$ cat src/rtl/rhsc_pkg.sv
// Package for the RGB to HSV skin classifier.
// Beat type handed along the divider chain, register indexes and reset values.
`timescale 1ns / 1ps
package rhsc_pkg;

  localparam int unsigned PixW   = 8;
  localparam int unsigned QuotW  = 8;
  localparam int unsigned HueNumW = 20;
  localparam int unsigned HueDivW = 19;
  localparam int unsigned SatNumW = 17;
  localparam int unsigned SatDivW = 16;

  localparam logic [PixW-1:0] HueThrReset = 8'd92;
  localparam logic [PixW-1:0] SatThrReset = 8'd54;

  typedef enum logic {
    REG_HUE_THRESHOLD = 1'b0,
    REG_SAT_THRESHOLD = 1'b1
  } rhsc_reg_t;

  typedef struct packed {
    logic [HueNumW-1:0] hue_rem;
    logic [HueDivW-1:0] hue_div;
    logic [QuotW-1:0]   hue_q;
    logic [SatNumW-1:0] sat_rem;
    logic [SatDivW-1:0] sat_div;
    logic [QuotW-1:0]   sat_q;
    logic [PixW-1:0]    bright;
    logic               hue_zero;
    logic               sat_zero;
  } rhsc_beat_t;

endpackage

$ cat src/rtl/rhsc_prep.sv
// Front stage: max, min, delta and hue sector numerator of one pixel.
// Emits the first beat of the divider chain. Depends on rhsc_pkg.
`timescale 1ns / 1ps
module rhsc_prep import rhsc_pkg::*; (
  input  logic            clk,
  input  logic            rst_n,
  input  logic            up_valid,
  output logic            up_ready,
  input  logic [PixW-1:0] red,
  input  logic [PixW-1:0] green,
  input  logic [PixW-1:0] blue,
  output logic            dn_valid,
  input  logic            dn_ready,
  output rhsc_beat_t      dn_beat
);

  logic            valid_r, valid_nxt;
  logic [PixW-1:0] mx_r, mx_nxt;
  logic [PixW-1:0] d_r, d_nxt;
  logic [10:0]     n_r, n_nxt;
  logic            hz_r, hz_nxt;
  logic            sz_r, sz_nxt;
  logic [PixW-1:0] mn;
  logic [10:0]     d_ext;
  logic [11:0]     d12;
  logic [HueNumW-1:0] n_ext;
  logic [HueNumW-1:0] d_ext20;

  assign up_ready = !valid_r || dn_ready;

  always_comb begin
    mx_nxt = (red > green) ? red : green;
    if (blue > mx_nxt) begin
      mx_nxt = blue;
    end
    mn = (red < green) ? red : green;
    if (blue < mn) begin
      mn = blue;
    end
    d_nxt = mx_nxt - mn;
    d_ext = {3'b0, d_nxt};
    if (mx_nxt == red) begin
      if (green >= blue) begin
        n_nxt = {3'b0, green} - {3'b0, blue};
      end else begin
        n_nxt = (d_ext << 2) + (d_ext << 1) - ({3'b0, blue} - {3'b0, green});
      end
    end else if (mx_nxt == green) begin
      n_nxt = (d_ext << 1) + {3'b0, blue} - {3'b0, red};
    end else begin
      n_nxt = (d_ext << 2) + {3'b0, red} - {3'b0, green};
    end
    sz_nxt    = (mx_nxt == '0);
    hz_nxt    = (d_nxt == '0);
    valid_nxt = up_ready ? up_valid : valid_r;
  end

  always_ff @(posedge clk) begin
    if (!rst_n) begin
      valid_r <= 1'b0;
    end else begin
      valid_r <= valid_nxt;
    end
  end

  always_ff @(posedge clk) begin
    if (up_ready && up_valid) begin
      mx_r <= mx_nxt;
      d_r  <= d_nxt;
      n_r  <= n_nxt;
      hz_r <= hz_nxt;
      sz_r <= sz_nxt;
    end
  end

  // numerators 510*n + 6*d and 510*d + mx; divisors 12*d and 2*mx, pre-shifted by 7
  always_comb begin
    n_ext   = {9'b0, n_r};
    d_ext20 = {12'b0, d_r};
    d12     = ({4'b0, d_r} << 3) + ({4'b0, d_r} << 2);
    dn_beat.hue_rem  = (n_ext << 9) - (n_ext << 1) + (d_ext20 << 2) + (d_ext20 << 1);
    dn_beat.hue_div  = {d12, 7'b0};
    dn_beat.hue_q    = '0;
    dn_beat.sat_rem  = ({9'b0, d_r} << 9) - ({9'b0, d_r} << 1) + {9'b0, mx_r};
    dn_beat.sat_div  = {mx_r, 8'b0};
    dn_beat.sat_q    = '0;
    dn_beat.bright   = mx_r;
    dn_beat.hue_zero = hz_r;
    dn_beat.sat_zero = sz_r;
  end

  assign dn_valid = valid_r;

endmodule

$ cat src/rtl/rhsc_cell.sv
// One restoring division cell: one quotient bit for the hue and saturation lanes.
// Divisors move right one place per cell. Depends on rhsc_pkg.
`timescale 1ns / 1ps
module rhsc_cell import rhsc_pkg::*; (
  input  logic       clk,
  input  logic       rst_n,
  input  logic       up_valid,
  output logic       up_ready,
  input  rhsc_beat_t up_beat,
  output logic       dn_valid,
  input  logic       dn_ready,
  output rhsc_beat_t dn_beat
);

  logic       valid_r, valid_nxt;
  rhsc_beat_t beat_r, beat_nxt;
  logic       hue_ge, sat_ge;

  assign up_ready = !valid_r || dn_ready;

  always_comb begin
    hue_ge   = up_beat.hue_rem >= {1'b0, up_beat.hue_div};
    sat_ge   = up_beat.sat_rem >= {1'b0, up_beat.sat_div};
    beat_nxt = up_beat;
    beat_nxt.hue_rem = hue_ge ? up_beat.hue_rem - {1'b0, up_beat.hue_div} : up_beat.hue_rem;
    beat_nxt.sat_rem = sat_ge ? up_beat.sat_rem - {1'b0, up_beat.sat_div} : up_beat.sat_rem;
    beat_nxt.hue_div = up_beat.hue_div >> 1;
    beat_nxt.sat_div = up_beat.sat_div >> 1;
    beat_nxt.hue_q   = {up_beat.hue_q[QuotW-2:0], hue_ge};
    beat_nxt.sat_q   = {up_beat.sat_q[QuotW-2:0], sat_ge};
    valid_nxt = up_ready ? up_valid : valid_r;
  end

  always_ff @(posedge clk) begin
    if (!rst_n) begin
      valid_r <= 1'b0;
    end else begin
      valid_r <= valid_nxt;
    end
  end

  always_ff @(posedge clk) begin
    if (up_ready && up_valid) begin
      beat_r <= beat_nxt;
    end
  end

  assign dn_valid = valid_r;
  assign dn_beat  = beat_r;

endmodule

$ cat src/rtl/rgb_to_hsv_skin_classifier_top.sv
// Top level of the RGB to HSV skin classifier.
// Uses rhsc_pkg, rhsc_prep and rhsc_cell.
//
// Input channel in_valid/in_ready carries one RGB pixel per beat; the result
// channel out_valid/out_ready returns hue, saturation, brightness and the
// skin flag for each pixel in order. cfg_we writes a threshold at cfg_index.
// One pixel per cycle sustained while out_ready stays high. The pipeline is
// one front stage for max/min/delta, then a chain of 8 division cells, each
// settling one quotient bit of both hue and saturation.
// Every stage holds its own valid bit, so bubbles close up and input is taken
// while a finished result waits; in_ready drops only once all stages are full
// and out_ready is low. Results are held stable while stalled.
// Reset clears all valid bits and loads the thresholds with 92 and 54.
`timescale 1ns / 1ps
module rgb_to_hsv_skin_classifier_top import rhsc_pkg::*; (
  input  logic            clk,
  input  logic            rst_n,
  input  logic            in_valid,
  output logic            in_ready,
  input  logic [PixW-1:0] in_red,
  input  logic [PixW-1:0] in_green,
  input  logic [PixW-1:0] in_blue,
  output logic            out_valid,
  input  logic            out_ready,
  output logic [PixW-1:0] out_hue,
  output logic [PixW-1:0] out_saturation,
  output logic [PixW-1:0] out_brightness,
  output logic            out_skin_flag,
  input  logic            cfg_we,
  input  logic            cfg_index,
  input  logic [PixW-1:0] cfg_data
);

  localparam int unsigned NumCells = QuotW;

  logic [PixW-1:0] hue_thr_r, hue_thr_nxt;
  logic [PixW-1:0] sat_thr_r, sat_thr_nxt;

  logic       chain_valid [NumCells+1];
  logic       chain_ready [NumCells+1];
  rhsc_beat_t chain_beat  [NumCells+1];

  always_comb begin
    hue_thr_nxt = hue_thr_r;
    sat_thr_nxt = sat_thr_r;
    if (cfg_we) begin
      unique case (rhsc_reg_t'(cfg_index))
        REG_HUE_THRESHOLD: hue_thr_nxt = cfg_data;
        REG_SAT_THRESHOLD: sat_thr_nxt = cfg_data;
        default: ;
      endcase
    end
  end

  always_ff @(posedge clk) begin
    if (!rst_n) begin
      hue_thr_r <= HueThrReset;
      sat_thr_r <= SatThrReset;
    end else begin
      hue_thr_r <= hue_thr_nxt;
      sat_thr_r <= sat_thr_nxt;
    end
  end

  rhsc_prep u_prep (
    .clk      (clk),
    .rst_n    (rst_n),
    .up_valid (in_valid),
    .up_ready (in_ready),
    .red      (in_red),
    .green    (in_green),
    .blue     (in_blue),
    .dn_valid (chain_valid[0]),
    .dn_ready (chain_ready[0]),
    .dn_beat  (chain_beat[0])
  );

  for (genvar k = 0; k < NumCells; k++) begin : g_cell
    rhsc_cell u_cell (
      .clk      (clk),
      .rst_n    (rst_n),
      .up_valid (chain_valid[k]),
      .up_ready (chain_ready[k]),
      .up_beat  (chain_beat[k]),
      .dn_valid (chain_valid[k+1]),
      .dn_ready (chain_ready[k+1]),
      .dn_beat  (chain_beat[k+1])
    );
  end

  assign chain_ready[NumCells] = out_ready;
  assign out_valid      = chain_valid[NumCells];
  assign out_hue        = chain_beat[NumCells].hue_zero ? '0 : chain_beat[NumCells].hue_q;
  assign out_saturation = chain_beat[NumCells].sat_zero ? '0 : chain_beat[NumCells].sat_q;
  assign out_brightness = chain_beat[NumCells].bright;
  assign out_skin_flag  = (out_hue >= hue_thr_r) && (out_saturation >= sat_thr_r);

  // stall only when the whole chain is backed up
  a_ready_full: assert property (@(posedge clk) disable iff (!rst_n)
    !in_ready |-> (out_valid && !out_ready))
    else $error("in_ready low while output side free");

  // zero saturation means a grey or black pixel, so hue must be zero
  a_grey_hue: assert property (@(posedge clk) disable iff (!rst_n)
    (out_valid && out_saturation == '0) |-> (out_hue == '0))
    else $error("nonzero hue with zero saturation");

  a_accept_lands: assert property (@(posedge clk) disable iff (!rst_n)
    (in_valid && in_ready) |=> chain_valid[0])
    else $error("accepted pixel not in front stage");

endmodule

$ cat config.mk
export PLATFORM = sky130hd
export DESIGN_NAME = rgb_to_hsv_skin_classifier_top
export DESIGN_NICKNAME = d
export VERILOG_FILES = /design/src/rtl/rhsc_pkg.sv /design/src/rtl/rhsc_prep.sv /design/src/rtl/rhsc_cell.sv /design/src/rtl/rgb_to_hsv_skin_classifier_top.sv
export SDC_FILE = /design/constraint.sdc
export NUM_CORES = 1
export LEC_CHECK = 0
export BUFFER_PORTS_ARGS = -buffer_cell sky130_fd_sc_hd__buf_2
export CORE_UTILIZATION = 59
export CTS_BUF_LIST = sky130_fd_sc_hd__clkbuf_8
export DETAILED_ROUTE_END_ITERATION = 6
export PLACE_DENSITY_LB_ADDON = 0.12
export SYNTH_ARGS = -nofsm -noshare
export SYNTH_HDL_FRONTEND = slang
export SYNTH_SLANG_ARGS = --single-unit
$ cat constraint.sdc
create_clock -name clk -period 8.4 [get_ports clk]
set_clock_uncertainty 0.2 [all_clocks]
set_input_delay 1.68 -clock clk [delete_from_list [all_inputs] [get_ports clk]]
set_output_delay 1.68 -clock clk [all_outputs]
set_load 0.005 [all_outputs]
After elaboration in Yosys (flattened, before gate mapping). Cells that the tools add are included.

Flip-flop bits (word level): 549. Input bits: 38. Logic and storage cells: 187.

Add/sub/neg operators: 29. Magnitude comparators: 23. Equality and inequality tests: 2. Mux-type cells: 23. Bitwise logic cells: 1. Reduce and logical (&&, ||, !) cells: 32.

Operator list (number): 20-bit two-way mux (7); 17-bit two-way mux (7); 8-bit two-way mux (6); 11-bit two-way mux (3); 8-bit greater-or-equal comparator (3); 11-bit by 8-bit subtractor with 11-bit output (2); 20-bit by 10-bit adder with 20-bit output (1); 20-bit by 9-bit adder with 20-bit output (1); 20-bit by 12-bit greater-or-equal comparator with 1-bit output (1); 20-bit by 13-bit greater-or-equal comparator with 1-bit output (1); 20-bit by 14-bit greater-or-equal comparator with 1-bit output (1); 20-bit by 15-bit greater-or-equal comparator with 1-bit output (1); 20-bit by 16-bit greater-or-equal comparator with 1-bit output (1); 20-bit by 17-bit greater-or-equal comparator with 1-bit output (1); 20-bit by 18-bit greater-or-equal comparator with 1-bit output (1); 20-bit by 19-bit greater-or-equal comparator with 1-bit output (1); 20-bit by 12-bit subtractor with 20-bit output (1); 20-bit by 13-bit subtractor with 20-bit output (1); 20-bit by 14-bit subtractor with 20-bit output (1); 20-bit by 15-bit subtractor with 20-bit output (1); 20-bit by 16-bit subtractor with 20-bit output (1); 20-bit by 17-bit subtractor with 20-bit output (1); 20-bit by 18-bit subtractor with 20-bit output (1); 20-bit by 19-bit subtractor with 20-bit output (1); 33 further kinds (64).

Depth between registers and ports, before layout. Gate-level depths: netlist (run 1).

Depth after elaboration: 11. Depth in mapped cells: 41. Depth with buffers taken out: 39.

Cells and area by module. A second synthesis (run 1) with hierarchy kept.

Cell total of the unflattened synthesis: 4747. Area total of the unflattened synthesis: 52347.7 um2.

By module, submodules not included: rhsc_cell (g_cell[2].u_cell ...) (times used 4, cells each 475, area an instance 5597.9 um2, seq. area each 2902.8 um2); rhsc_cell (g_cell[6].u_cell ...) (times used 2, cells each 455, area an instance 5365.1 um2, seq. area each 2902.8 um2); rhsc_prep (times used 1, cells each 881, area an instance 7334.5 um2, seq. area each 890.9 um2); rhsc_cell (g_cell[0].u_cell) (times used 1, cells each 453, area an instance 5516.5 um2, seq. area each 2902.8 um2); rhsc_cell (g_cell[1].u_cell) (times used 1, cells each 475, area an instance 5293.8 um2, seq. area each 2902.8 um2); rgb_to_hsv_skin_classifier_top (times used 1, cells each 128, area an instance 1081.0 um2, seq. area each 320.3 um2).

Least setup slack after synthesis (run 1). No wires, ideal clock.

Path kind: input to register. From: input port in_green[1]. To: register u_prep.n_r[10] (data pin). Setup time: 0.148 ns. Data arrival time: 8.772 ns. Path slack: -0.720 ns. Stages on the path: 37. Cell sequence: clkbuf_1 inv_1 fa_1 nand3_1 a21oi_2 o31ai_4 clkbuf_1 nand2_1 o21ai_0 inv_1 ha_1 a21oi_1 nor2b_1 o21ai_0 nand2b_1 a311o_1 a31oi_4 nor2_4 buf_6 o21ai_0 inv_1 ha_1 a21o_1 a21oi_1 o21bai_1 a21o_1 xor2_1 ha_1 a21o_1 a31oi_1 xnor2_1 ha_1 a21oi_1 nand3b_1 mux2_1 mux2_2 mux2i_1.

Cells in the longest elaborated chain, start to end: 9. Elaborated cells on any way between the ends: 23.

RTL lines: from (decl) (line rgb_to_hsv_skin_classifier_top.sv:21) `input logic [PixW-1:0] in_green,`; 8-bit greater-than comparator (line rhsc_prep.sv:32) `mx_nxt = (red > green) ? red : green;`; 8-bit two-way mux (*) (line rhsc_prep.sv:32); 8-bit greater-than comparator (line rhsc_prep.sv:33) `if (blue > mx_nxt) begin`; 8-bit two-way mux (*) (line rhsc_prep.sv:33); named net u_prep.mx_nxt[1] (line rhsc_prep.sv:18) `logic [PixW-1:0] mx_r, mx_nxt;`; 8-bit subtractor (*) (line rhsc_prep.sv:40) `d_nxt = mx_nxt - mn;`; named net u_prep.d_nxt[5] (line rhsc_prep.sv:19) `logic [PixW-1:0] d_r, d_nxt;`; 10-bit by 8-bit adder with 11-bit output (tied with other cells) (line rhsc_prep.sv:51) `n_nxt = (d_ext << 2) + {3'b0, red} - {3'b0, green};`; 11-bit by 8-bit subtractor with 11-bit output (tied with other cells) (line rhsc_prep.sv:51); 11-bit two-way mux, on equally long branches (line rhsc_prep.sv:48, rhsc_prep.sv:43); 11-bit two-way mux (*) (line rhsc_prep.sv:42) `if (mx_nxt == red) begin`; named net u_prep.n_nxt[10] (line rhsc_prep.sv:20) `logic [10:0] n_r, n_nxt;`; to (signal assigned) (line rhsc_prep.sv:70) `n_r <= n_nxt;`; to (decl) (line rhsc_prep.sv:20).

The timed path passes the listed nets; every way through them passes the cells marked *. A chain may end at the register's enable or synchronous reset.

Worst setup path after layout (run 1).
From: input port in_red[0]. To: register u_prep.n_r[10] (data pin).

Cells in the longest elaborated chain, start to end: 9. Elaborated cells on any way between the ends: 20.

RTL lines: from (decl) (line rgb_to_hsv_skin_classifier_top.sv:20) `input logic [PixW-1:0] in_red,`; 8-bit greater-than comparator (line rhsc_prep.sv:32); 8-bit two-way mux (*) (line rhsc_prep.sv:32); 8-bit greater-than comparator (line rhsc_prep.sv:33); 8-bit two-way mux (*) (line rhsc_prep.sv:33); named net u_prep.mx_nxt[0] (line rhsc_prep.sv:18); 8-bit subtractor (*) (line rhsc_prep.sv:40); named net u_prep.d_nxt[1] (line rhsc_prep.sv:19); 10-bit by 8-bit adder with 11-bit output (tied with other cells) (line rhsc_prep.sv:51); 11-bit by 8-bit subtractor with 11-bit output (tied with other cells) (line rhsc_prep.sv:51); 11-bit two-way mux, on equally long branches (line rhsc_prep.sv:48, rhsc_prep.sv:43); 11-bit two-way mux (*) (line rhsc_prep.sv:42); named net u_prep.n_nxt[10] (line rhsc_prep.sv:20).

Marked as above.

==> impl_metrics.toml, run 1 <==
[critical_path]
cp_max_fo = 6
arrival_ps = 8200
r2r-start = "u_prep.d_r[0]"
crit_type = "input pin to flop"
rrSetupSlack_ps = 1470
reg2reg_depth = 27
reg2reg_to = "g_cell[0].u_cell.dn_beat[96]"
cp_slowest_stage_delay_ps = 660
setup.worst_path.start_class = "input pin"
cpMaxStageDelayCell = "fa_2"
critical_path_required_ps = 8690
endpoint_kind = "flop"

[floorplan]
boundaryPins = 65
die_w_um = 230
die_area_um2 = 52900
design.core.area_um2 = 51300
die_y_um = 230
rows = 83
initial_core_util_pct = 59.8

[cts]
clock_path_buffers = 3
clock_sinks = 521
cts_tree = "done"
clk_pin_slew_ps = 70
clockRootBuffer = "clkbuf_8"
cts_hold_buf = 0
htree_num_levels = 3
numCtsBuffers = 82
insertion_delay_ps = 650
post-cts-setup-buffers = 0
cts_resized = 0

[yosys]
synth-seq-area-share_pct = 50.2
syn_area_um2 = 30700
synth_top_cell_by_area = "edfxtp_1"
ys_async_sr_fraction_pct = 0
ys_warn_count = 0
syn_area_per_cell_um2 = 11.3
ys_seq_elements = 521
synth_common_cells = "496 x edfxtp_1, 345 x inv_1, 287 x ha_1, 170 x a21oi_1, 165 x nor2_1"
syn_nets = 3082
synth_cell_type_count = 79
synthFlopType = "edfxtp_1"
synth.most_common_cell = "edfxtp_1"
synthCells = 2711
synth_enable_flop_cells = 496
synth_top_area_share_pct = 48.6
synth.area.top_cells = "edfxtp_1 49%, ha_1 12%, inv_1 4.2%"

[final_layout]
fin_nets = 3268
final_core_utilization_pct = 66.4
drive_gt1_share_pct = 11.6
areaGrowthSynthToFinish_pct = 11.2
fillers = 3912
design_area_um2 = 34100

[grt]
grt_pass1_vias = 20373
grt_start_max_net_pins = 68
antenna_found_initial = 1
grt_pass1_wl_mm = 97.9
grt.total_usage_pct = 23.1
gr-total-overflow = 0

[placed_design]
gp_congestion = 0.941
dp_hpwl_mm = 47.3
dp_worst_setup_slack_ps = -167
dpl_cell_area_um2 = 32500
io_buffers = 64

[pwr]
finalPower_mw = 12.7
peakVddDrop_mv = 0.526
power_leakage_nw = 14.2
power_per_cell_area_nw_per_um2 = 373

[timing]
drv_slew = 0
rsz0062_at_grt = "no"
whs_ps = 213
min_period_over_period_pct = 94.2
setup_viol = 0
finalWorstPathRequiredPeriod_ps = 7920
finalHoldViolCount = 0
setup_slack_ps = 484
maxSlewHeadroom_pct = 28.8
max_freq_ghz = 0.126
worst_slew_pin_slew_ps = 1070

[routing]
ant_nets = 0
post-route-drc-count = 0
viasPerCell = 5.46
wirelength_mm = 59.3
wire_per_inst_um = 16.3
drt_pass1_iterations = 5
drt_iter0_drc = 985
vias = 19872

[worst_hold_path]
whs_endpoint = "g_cell[7].u_cell.dn_beat[11]"
hp-class = "flop to flop"
holdCritStartpoint = "g_cell[6].u_cell.dn_beat[10]"
hold_depth = 0

[flow_run]
cap_violations = 0

[status]
status = "finished clean"
[flip-flops by register name, summed over array words and instances, names as in the netlist]
signal,flops
u_prep.hz_r,1
u_prep.dn_valid,1
sat_thr_r,8
u_prep.n_r,11
u_prep.d_r,8
u_prep.sz_r,1
g_cell.u_cell.dn_beat,467
hue_thr_r,8
u_prep.mx_r,8
g_cell.u_cell.dn_valid,8
[routing by layer]
layer	vias to the layer above	part of all wire, %	track usage, %
met5	-	0	0
met4	0	4.1	11.1
met3	160	3.1	3.31
met2	401	51	42.3
li1	9972	-	-
met1	9339	42	26.3
[cells by family after synthesis]
kind of cell | synth area share (%)
AO/OA/AOI/OAI | 11.3
XOR/XNOR | 6.23
adder cells (fa/ha/maj) | 14.8
buffers and inverters | 5.03
flip-flops | 50.2
multiplexers | 2.11
AND/OR/NAND/NOR | 10.4
[worst max-delay path by stage]
stage | start | to | slack (ps) | depth (start not counted)
2_1_floorplan | in_red[0] | u_prep.n_r[10] | 20 | 41
3_3_place_gp | in_red[0] | u_prep.n_r[9] | -3 | 36
3_5_place_dp | in_red[0] | u_prep.n_r[10] | -170 | 35
4_1_cts | in_red[0] | u_prep.n_r[10] | 500 | 35
5_1_grt | in_red[0] | u_prep.n_r[10] | 60 | 35
6_report | in_red[0] | u_prep.n_r[10] | 480 | 37
[cell usage in the layout (no fill, tap or decap), types with 29 or more instances in the layout]
cell type,count
nor2b_1,67
nand2_1,155
a21oi_1,166
ha_1,285
nor2_1,164
inv_1,363
edfxtp_1,496
clkbuf_8,93
xor2_1,69
buf_2,64
nor3_1,29
o21ai_0,121
nand2b_1,54
xnor2_1,145
nor4_1,29
buf_4,87
a21o_1,98
fa_1,45
[per-stage QoR]
stage / instances / setup TNS [ps]
2_1_floorplan: 2711 / 0
3_3_place_gp: 3493 / -3.18
3_5_place_dp: 3493 / -451
4_1_cts: 3639 / 0
5_1_grt: 3640 / 0
6_report: 3640 / 0
[area by class of cell]
type	count	area, um^2	share of cell area (%)
Sequential cell	521	15400	45.2
Inverter	346	1310	3.83
Clock buffer	93	1280	3.75
Timing Repair Buffer	151	973	2.86
Antenna cell	1	2.50	0.00734
Multi-Input combinational cell	1795	13900	40.9
Clock inverter	53	350	1.03
Tap cell	680	851	2.50
[worst max-delay path: cells and delay by family]
kind            cells  cell delay [ps]
xor+xnor            1               90
compound gates     12             2100
fa+ha+maj           7             2210
simple gates        6              550
mux                 4              900
buf+inv             7              650
[report_power, final]
part	total [mW]	switching [mW]	internal, mW
logic	7.02	3.79	3.24
clock network	2.09	0.944	1.14
registers	3.60	0.181	3.42
total	12.7	4.91	7.80
Note: power is estimated with default switching activity, not from simulation.
==> run 2, diff against run 1 <==
==> constraint.sdc (replaced) <==
create_clock -name clk -period 8.4 [get_ports clk]
set_clock_uncertainty 0.2 [all_clocks]
set_input_delay 0.42 -clock clk [delete_from_list [all_inputs] [get_ports clk]]
set_output_delay 0.42 -clock clk [all_outputs]
set_load 0.005 [all_outputs]
==> run 2 against run 1 <==
Effect of this change: core utilization down 1.0 points; global-route usage hardly changed; design area down 1.5%; via count shrank 1.2%; power is 4.2% lower; clock power is 9.6% lower; register-to-register slack better by 30 ps; clock-buffer cell count decreased by 8; setup slack better by 330 ps; critical path type unchanged; critical endpoint unchanged.
==> impl_metrics.toml, run 2 (synthesized netlist as in run 1, its figures left out) <==
[pwr]
power_per_cell_area_nw_per_um2 = 362
power_leakage_nw = 13.9
peakVddDrop_mv = 0.604

[grt]
antenna_found_initial = 1
grt_start_max_net_pins = 62
grt_pass1_wl_mm = 97.7
grt.total_usage_pct = 23.1
grt_pass1_vias = 20038
gr-total-overflow = 0

[critical_path]
endpoint_kind = "flop"
worstSetupStartpoint = "in_green[1]"
cpMaxStageDelayCell = "fa_1"
crit_cells = 34
crit_end = "u_prep.n_r[10]"
cp_slowest_stage_delay_ps = 640
cp_max_fo = 12
rrSetupSlack_ps = 1500
crit_family = "compound AO/OA/AOI/OAI gates"
crit_type = "input pin to flop"
arrival_ps = 7880
path_buf_inv = 5
critical_path_required_ps = 8700
setup.worst_path.start_class = "input pin"
reg2reg_depth = 27
reg2reg_to = "g_cell[0].u_cell.dn_beat[96]"
r2r-start = "u_prep.d_r[0]"

[flow_run]
cap_violations = 0

[floorplan]
initial_core_util_pct = 59.8
design.core.area_um2 = 51300
die_w_um = 230
rows = 83
boundaryPins = 65
die_area_um2 = 52900
die_y_um = 230

[final_layout]
areaGrowthSynthToFinish_pct = 9.51
instances_no_fill = 3601
fin_nets = 3234
largest_reg_flops = 467
drive_gt1_share_pct = 8.56
final_cell_mix = "496 x edfxtp_1, 369 x inv_1, 287 x ha_1"
design_area_um2 = 33600
layout_commonest_cell = "edfxtp_1"

[routing]
ant_nets = 0
wirelength_mm = 60.0
drt_iter0_drc = 997
viasPerCell = 5.45
drt_pass1_iterations = 5
wire_per_inst_um = 16.7
post-route-drc-count = 0
vias = 19625

[timing]
tns_ps = 0
rsz0062_at_grt = "no"
whs_ps = 140
maxSlewHeadroom_pct = 26.9
drv_slew = 0
max_freq_ghz = 0.132
min_period_over_period_pct = 90.3
finalHoldViolCount = 0
setup_viol = 0
finalWorstPathRequiredPeriod_ps = 7580
worst_slew_pin_slew_ps = 1100

[placed_design]
io_buffers = 64
dp.cells = 3435
gp_congestion = 0.891
dp_hpwl_mm = 47.2
dpl_cell_area_um2 = 31900

[cts]
cts_resized = 0
clk_pin_slew_ps = 60
numCtsBuffers = 84
htree_num_levels = 3
clock_sinks = 521
insertion_delay_ps = 640
cts_tree = "done"
clock_path_buffers = 3
clockRootBuffer = "clkbuf_8"

[worst_hold_path]
hp-class = "input pin to flop"

[status]
status = "finished clean"
==> run 2: cell types whose count changed in the layout (fill, tap and decap cells not counted), sizes merged <==
cell         change
clkbuf           -8
clkinv           +7
inv              +4
clkinvlp         -2
bufinv           -4
buf             -58
dlygate4sd3     +22
==> run 2: cell type report <==
cell class                 instances  area, um^2
antenna                            1        2.50
clock buffer                      85        1170
clock inverter                    58         272
fill                            3929       17700
inverter                         346        1300
multi-input combinational       1795       13800
sequential                       521       15400
tap                              680         851
timing repair buffer             115         758
==> run 2: worst min path at each step <==
stage                                 startpoint                            to  slack, ps  cells past startpoint
global route                          in_blue[0]                u_prep.mx_r[0]        110                      3
detailed placement  g_cell[0].u_cell.dn_beat[10]  g_cell[1].u_cell.dn_beat[11]        200                      0
finish                                in_blue[0]                u_prep.mx_r[0]        140                      3
CTS                                   in_blue[0]                u_prep.mx_r[0]         70                      3
floorplan                            u_prep.sz_r   g_cell[0].u_cell.dn_beat[0]        200                      0
global placement     g_cell[0].u_cell.dn_beat[1]   g_cell[1].u_cell.dn_beat[1]        200                      0
==> run 2: layer usage <==
layer	vias up	wire length (um)	track usage (%)
met3	128	2130	3.44
met2	353	30800	42.3
met4	0	1980	10.0
met1	9252	25100	26.5
met5	-	0	0
li1	9892	-	-
==> run 2: worst register-to-register path: stages (launching register included) <==
cell and delay (ps):
edfxtp_1 590, inv_1 200, fa_1 620, inv_1 50, ha_1 280, a21o_1 150, a21oi_1 210, o21ai_0 110
a21oi_1 220, o21ai_0 120, a21oi_1 290, o21bai_1 100, a21oi_1 190, xnor2_1 260, ha_1 330, nor2b_1 130
o21ai_0 190, a21boi_0 140, o21ai_0 160, nand2_1 80, and2_1 160, o21ai_0 160, nand2b_1 110, a21oi_1 160
o21bai_1 110, a211o_1 310, or3_1 600, mux2_2 400
==> run 2: repair_timing <==
action                     in CTS  in global routing
hold buffers                   22                  0
hold endpoints to repair       23                  0
setup endpoints to repair       0                  0
setup buffers                   0                  0
==> run 2: power breakdown <==
group	internal [mW]	switching [mW]	leakage, nW
sequential	3.42	0.185	4.65
combinational	3.00	3.68	8.46
clock	0.943	0.945	0.831
==> run 2: stage by stage <==
step / power, mW / util, % / setup WS (ps)
6_report: 12.2 / 65.4 / 817
5_1_grt: 13.1 / 65.4 / 200
4_1_cts: 12.2 / 65.4 / 895
3_5_place_dp: 10.3 / 62.2 / 208
3_3_place_gp: 10.1 / 62.2 / 370
2_1_floorplan: 8.75 / - / 540
